[src/sv/mgr_pkg.sv]
// Shared constants and codes for the 2:1 multigrid restriction block.
package mgr_pkg;

  // configuration register width and indexes
  localparam int CFG_W     = 11;
  localparam int CFG_IDX_W = 2;

  typedef enum logic [CFG_IDX_W-1:0] {
    CFG_COARSE_WIDTH  = 2'd0,
    CFG_COARSE_HEIGHT = 2'd1,
    CFG_STAGGER_X     = 2'd2,
    CFG_STAGGER_Y     = 2'd3
  } cfg_idx_e;

  // row axis is capped at 1024 coarse rows
  localparam int HEIGHT_LIMIT = 1024;
  localparam int NY_W         = 11;  // holds 1..HEIGHT_LIMIT
  localparam int FROW_W       = 11;  // fine row counter
  localparam int CROW_W       = 10;  // coarse row index
  localparam int COORD_W      = 10;  // width of emitted coordinates

  // rounding of the 1/64 scaled sum
  localparam int ROUND_BIAS = 32;
  localparam int FRAC_SHIFT = 6;

  // output queue
  localparam int FIFO_DEPTH = 4;
  localparam int FIFO_PTR_W = $clog2(FIFO_DEPTH);
  localparam int FIFO_CNT_W = $clog2(FIFO_DEPTH + 1);

endpackage

[src/sv/mgr_out_fifo.sv]
// Small result queue that decouples the accumulator pipeline from the output stall.
module mgr_out_fifo #(
  parameter int DATA_W = 53
) (
  input  logic                           clk_i,
  input  logic                           rst_ni,
  input  logic                           push_i,
  input  logic [DATA_W-1:0]              push_data_i,
  output logic [mgr_pkg::FIFO_CNT_W-1:0] count_o,
  output logic                           out_valid_o,
  input  logic                           out_stall_i,
  output logic [DATA_W-1:0]              out_data_o
);
  import mgr_pkg::*;

  logic [DATA_W-1:0]     buf_q [FIFO_DEPTH];
  logic [FIFO_PTR_W-1:0] wr_ptr_q, rd_ptr_q;
  logic [FIFO_CNT_W-1:0] cnt_q;
  logic                  pop;

  assign out_valid_o = (cnt_q != '0);
  assign pop         = out_valid_o && !out_stall_i;
  assign out_data_o  = buf_q[rd_ptr_q];
  assign count_o     = cnt_q;

  always_ff @(posedge clk_i or negedge rst_ni) begin
    if (!rst_ni) begin
      wr_ptr_q <= '0;
      rd_ptr_q <= '0;
      cnt_q    <= '0;
    end else begin
      if (push_i) begin
        wr_ptr_q <= wr_ptr_q + FIFO_PTR_W'(1);
      end
      if (pop) begin
        rd_ptr_q <= rd_ptr_q + FIFO_PTR_W'(1);
      end
      case ({push_i, pop})
        2'b10:   cnt_q <= cnt_q + FIFO_CNT_W'(1);
        2'b01:   cnt_q <= cnt_q - FIFO_CNT_W'(1);
        default: cnt_q <= cnt_q;
      endcase
    end
  end

  always_ff @(posedge clk_i) begin
    if (push_i) begin
      buf_q[wr_ptr_q] <= push_data_i;
    end
  end

endmodule

[config.mk]
export PLATFORM = sky130hd
export DESIGN_NAME = mgr_out_fifo
export DESIGN_NICKNAME = d
export VERILOG_FILES = /design/src/sv/mgr_pkg.sv /design/src/sv/mgr_out_fifo.sv
export SDC_FILE = /design/constraint.sdc
export NUM_CORES = 1
export LEC_CHECK = 0
export ABC_AREA = 1
export BUFFER_PORTS_ARGS = -buffer_cell sky130_fd_sc_hd__buf_2
export CAP_MARGIN = 40
export CORE_AREA = 2 2 114 160
export DETAILED_ROUTE_END_ITERATION = 8
export DIE_AREA = 0 0 116 162
export PLACE_DENSITY_LB_ADDON = 0.12
export SLEW_MARGIN = 20
export SYNTH_ARGS = -nofsm -noshare
export SYNTH_HDL_FRONTEND = slang
export SYNTH_SLANG_ARGS = --single-unit
[constraint.sdc]
create_clock -name clk_i -period 2.9 [get_ports clk_i]
set_input_delay 0.58 -clock clk_i [delete_from_list [all_inputs] [get_ports clk_i]]
set_output_delay 0.58 -clock clk_i [all_outputs]
set_load 0.1 [all_outputs]
==> results_dict.tcl <==
set metrics [dict create \
    status "finished, final reports clean" \
    async_flop_share 0.0320 \
    clock_latency_ps 480 \
    grt_max_degree 69 \
    post_cts_buffers 0 \
    h-tree-depth 1 \
    wire_per_inst_um 16.6 \
    period_share 0.973 \
    vias 5293 \
    synth_top_area_cell "edfxtp_1" \
    hold_viol 0 \
    track_usage 0.190 \
    vias_per_cell 5.04 \
    cts_tree "yes" \
    setup_tns_ps 0 \
    filler_cell_count 1367 \
    gp_congestion 0.717 \
    yosysMostFrequentCell "edfxtp_1" \
    arrival_ps 2240 \
    io_pins 114 \
    root_buffer "clkbuf_16" \
    drv_slew 0 \
    synthFlopType "edfxtp_1" \
    clk_pin_slew_ps 60 \
    cp_max_fo 68 \
    hold_path.class "in -> reg" \
    cts_buffers 21 \
    synth_cell_types 22 \
    synth_nets 737 \
    synth_commonest_cells "edfxtp_1 (212), nand2_1 (172), inv_1 (121), o211ai_2 (95), buf_6 (19)" \
    busiest_layer "met2" \
    use_met1 0.230 \
    r2r_cells 8 \
    grt_pass1_wl_um 27600 \
    grt.met2_usage 0.345 \
    synth_edf_count 212 \
    slowest_stage "dfrtp_1" \
    clock.fmax_ghz 0.354 \
    drt.antenna.violating_nets 0 \
    syn_avg_cell_area_um2 13.9 \
    rsz0062_at_grt "yes" \
    netlist_area_um2 9390 \
    hpwl_um 10900 \
    wl_um 17400 \
    die_y_um 162 \
    crit_chain "inv_8 -> buf_4 -> o211ai_2 -> nand2_1 -> buf_2" \
    rrSetupSlack_ps 1110 \
    r2r_start "count_o[0]" \
    ys_ff_latch 219 \
    die_x_um 116 \
    antenna_found_initial 3 \
    maxCapViolCount 0 \
    slowest_delay_ps 440 \
    whs_path_depth 1 \
    slew_headroom 0.615 \
    start_util 0.544 \
    grt_pass1_vias 5508 \
    end_kind "output pin" \
    area_growth_pct 15.3 \
    cts_sinks 219 \
    synth_top_area_share 0.678 \
    drc_errors 0 \
    gr-usage-met3 0.0366 \
    clock_skew_ps 6.10 \
    initialDrtViolationCount 298 \
    fin_util 0.628 \
    cp-start-kind "flip-flop" \
    yosysSeqAreaShare 0.697 \
    crit_family "buffers and inverters" \
    die_area_um2 18800 \
    setup_viol 0 \
    drive_above_1_share 0.328 \
    critical_path_required_ps 2320 \
    numPortBuffers 113 \
    core_um2 17300 \
    clockBufferDepth 3 \
    synth_cells 674 \
    rr_endpoint "count_o[1]" \
    overflow 0 \
    synth.area.top_cells "edfxtp_1 (68%), o211ai_2 (13%), nand2_1 (6.9%)" \
    min-delay-start "push_data_i[46]" \
    worst_pin_slew_ps 577 \
    first_pass_iters 6 \
    pre_cts_ws_ps 576 \
    rows 57 \
    path_buf_inv 3 \
    period_minus_slack_ps 2820 \
    ys_warn_count 0 \
    finalWorstSetupSlack_ps 78.6 \
    nets 861 \
    crit_type "reg -> out" \
    hold-path-endpoint "buf_q[3][46]" \
]
[sequential cells by signal, summed over array words and instances (netlist names)]
signal and flops:
rd_ptr_q 2, buf_q 212, wr_ptr_q 2, count_o 3
[metal layers]
metal / share of wire / vias to the layer above / routed length [um]
met2: 0.53 / 105 / 9220
met3: 0.046 / 26 / 808
met5: 0.00063 / - / 11
li1: - / 2584 / -
met1: 0.40 / 2576 / 7040
met4: 0.019 / 2 / 328
[stage by stage]
stage / hold WS, ps / instances / instance area [um2]
finish: 311 / 1050 / 10800
global route: 302 / 1047 / 10800
CTS: 297 / 1047 / 10800
detailed placement: 424 / 1010 / 10200
global placement: 418 / 1010 / 10200
floorplan: 284 / 674 / 9400
[cells in the final DEF (no fill, tap or decap), types with 4 or more instances in the layout]
cell type / instances
buf_12: 7
buf_2: 109
buf_4: 15
clkbuf_16: 21
clkbuf_4: 4
clkinv_1: 8
dfrtp_1: 6
edfxtp_1: 212
ha_1: 5
inv_1: 117
inv_2: 4
nand2_1: 172
o211ai_1: 11
o211ai_2: 95
[worst max path at each step]
stage / startpoint / endpoint / cells after the start
CTS: rd_ptr_q[0] / out_data_o[33] / 5
global placement: rd_ptr_q[1] / out_data_o[3] / 5
finish: rd_ptr_q[0] / out_data_o[33] / 5
detailed placement: rd_ptr_q[0] / out_data_o[33] / 5
global route: rd_ptr_q[0] / out_data_o[37] / 5
floorplan: count_o[0] / count_o[2] / 11
[logic make-up after synthesis]
logic type               count (synthesis)  share of synthesized area
flip-flops                             219                      0.697
AND/OR/NAND/NOR                        181                     0.0739
buffers and inverters                  158                     0.0825
AO/OA/AOI/OAI                          108                      0.136
adder cells (fa/ha/maj)                  6                    0.00879
XOR/XNOR                                 2                    0.00187
[what timing repair did]
action,4_1_cts,5_1_grt
hold endpoints to repair,7,0
setup endpoints to repair,0,7
gates resized for setup,0,4
hold buffers,1,0
[final cells by class]
| type | instances | area, um2 | area share |
|---|---|---|---|
| sequential | 219 | 6550 | 0.604 |
| multi-input combinational | 297 | 2080 | 0.192 |
| timing repair buffer | 136 | 838 | 0.0774 |
| clock buffer | 24 | 537 | 0.0496 |
| inverter | 123 | 474 | 0.0438 |
| tap | 236 | 295 | 0.0273 |
| clock inverter | 12 | 52.6 | 0.00485 |
| antenna | 3 | 7.51 | 0.000693 |
Power is not shown: default switching activity piles up to over one toggle a cycle in this logic, so the estimate is an artifact.
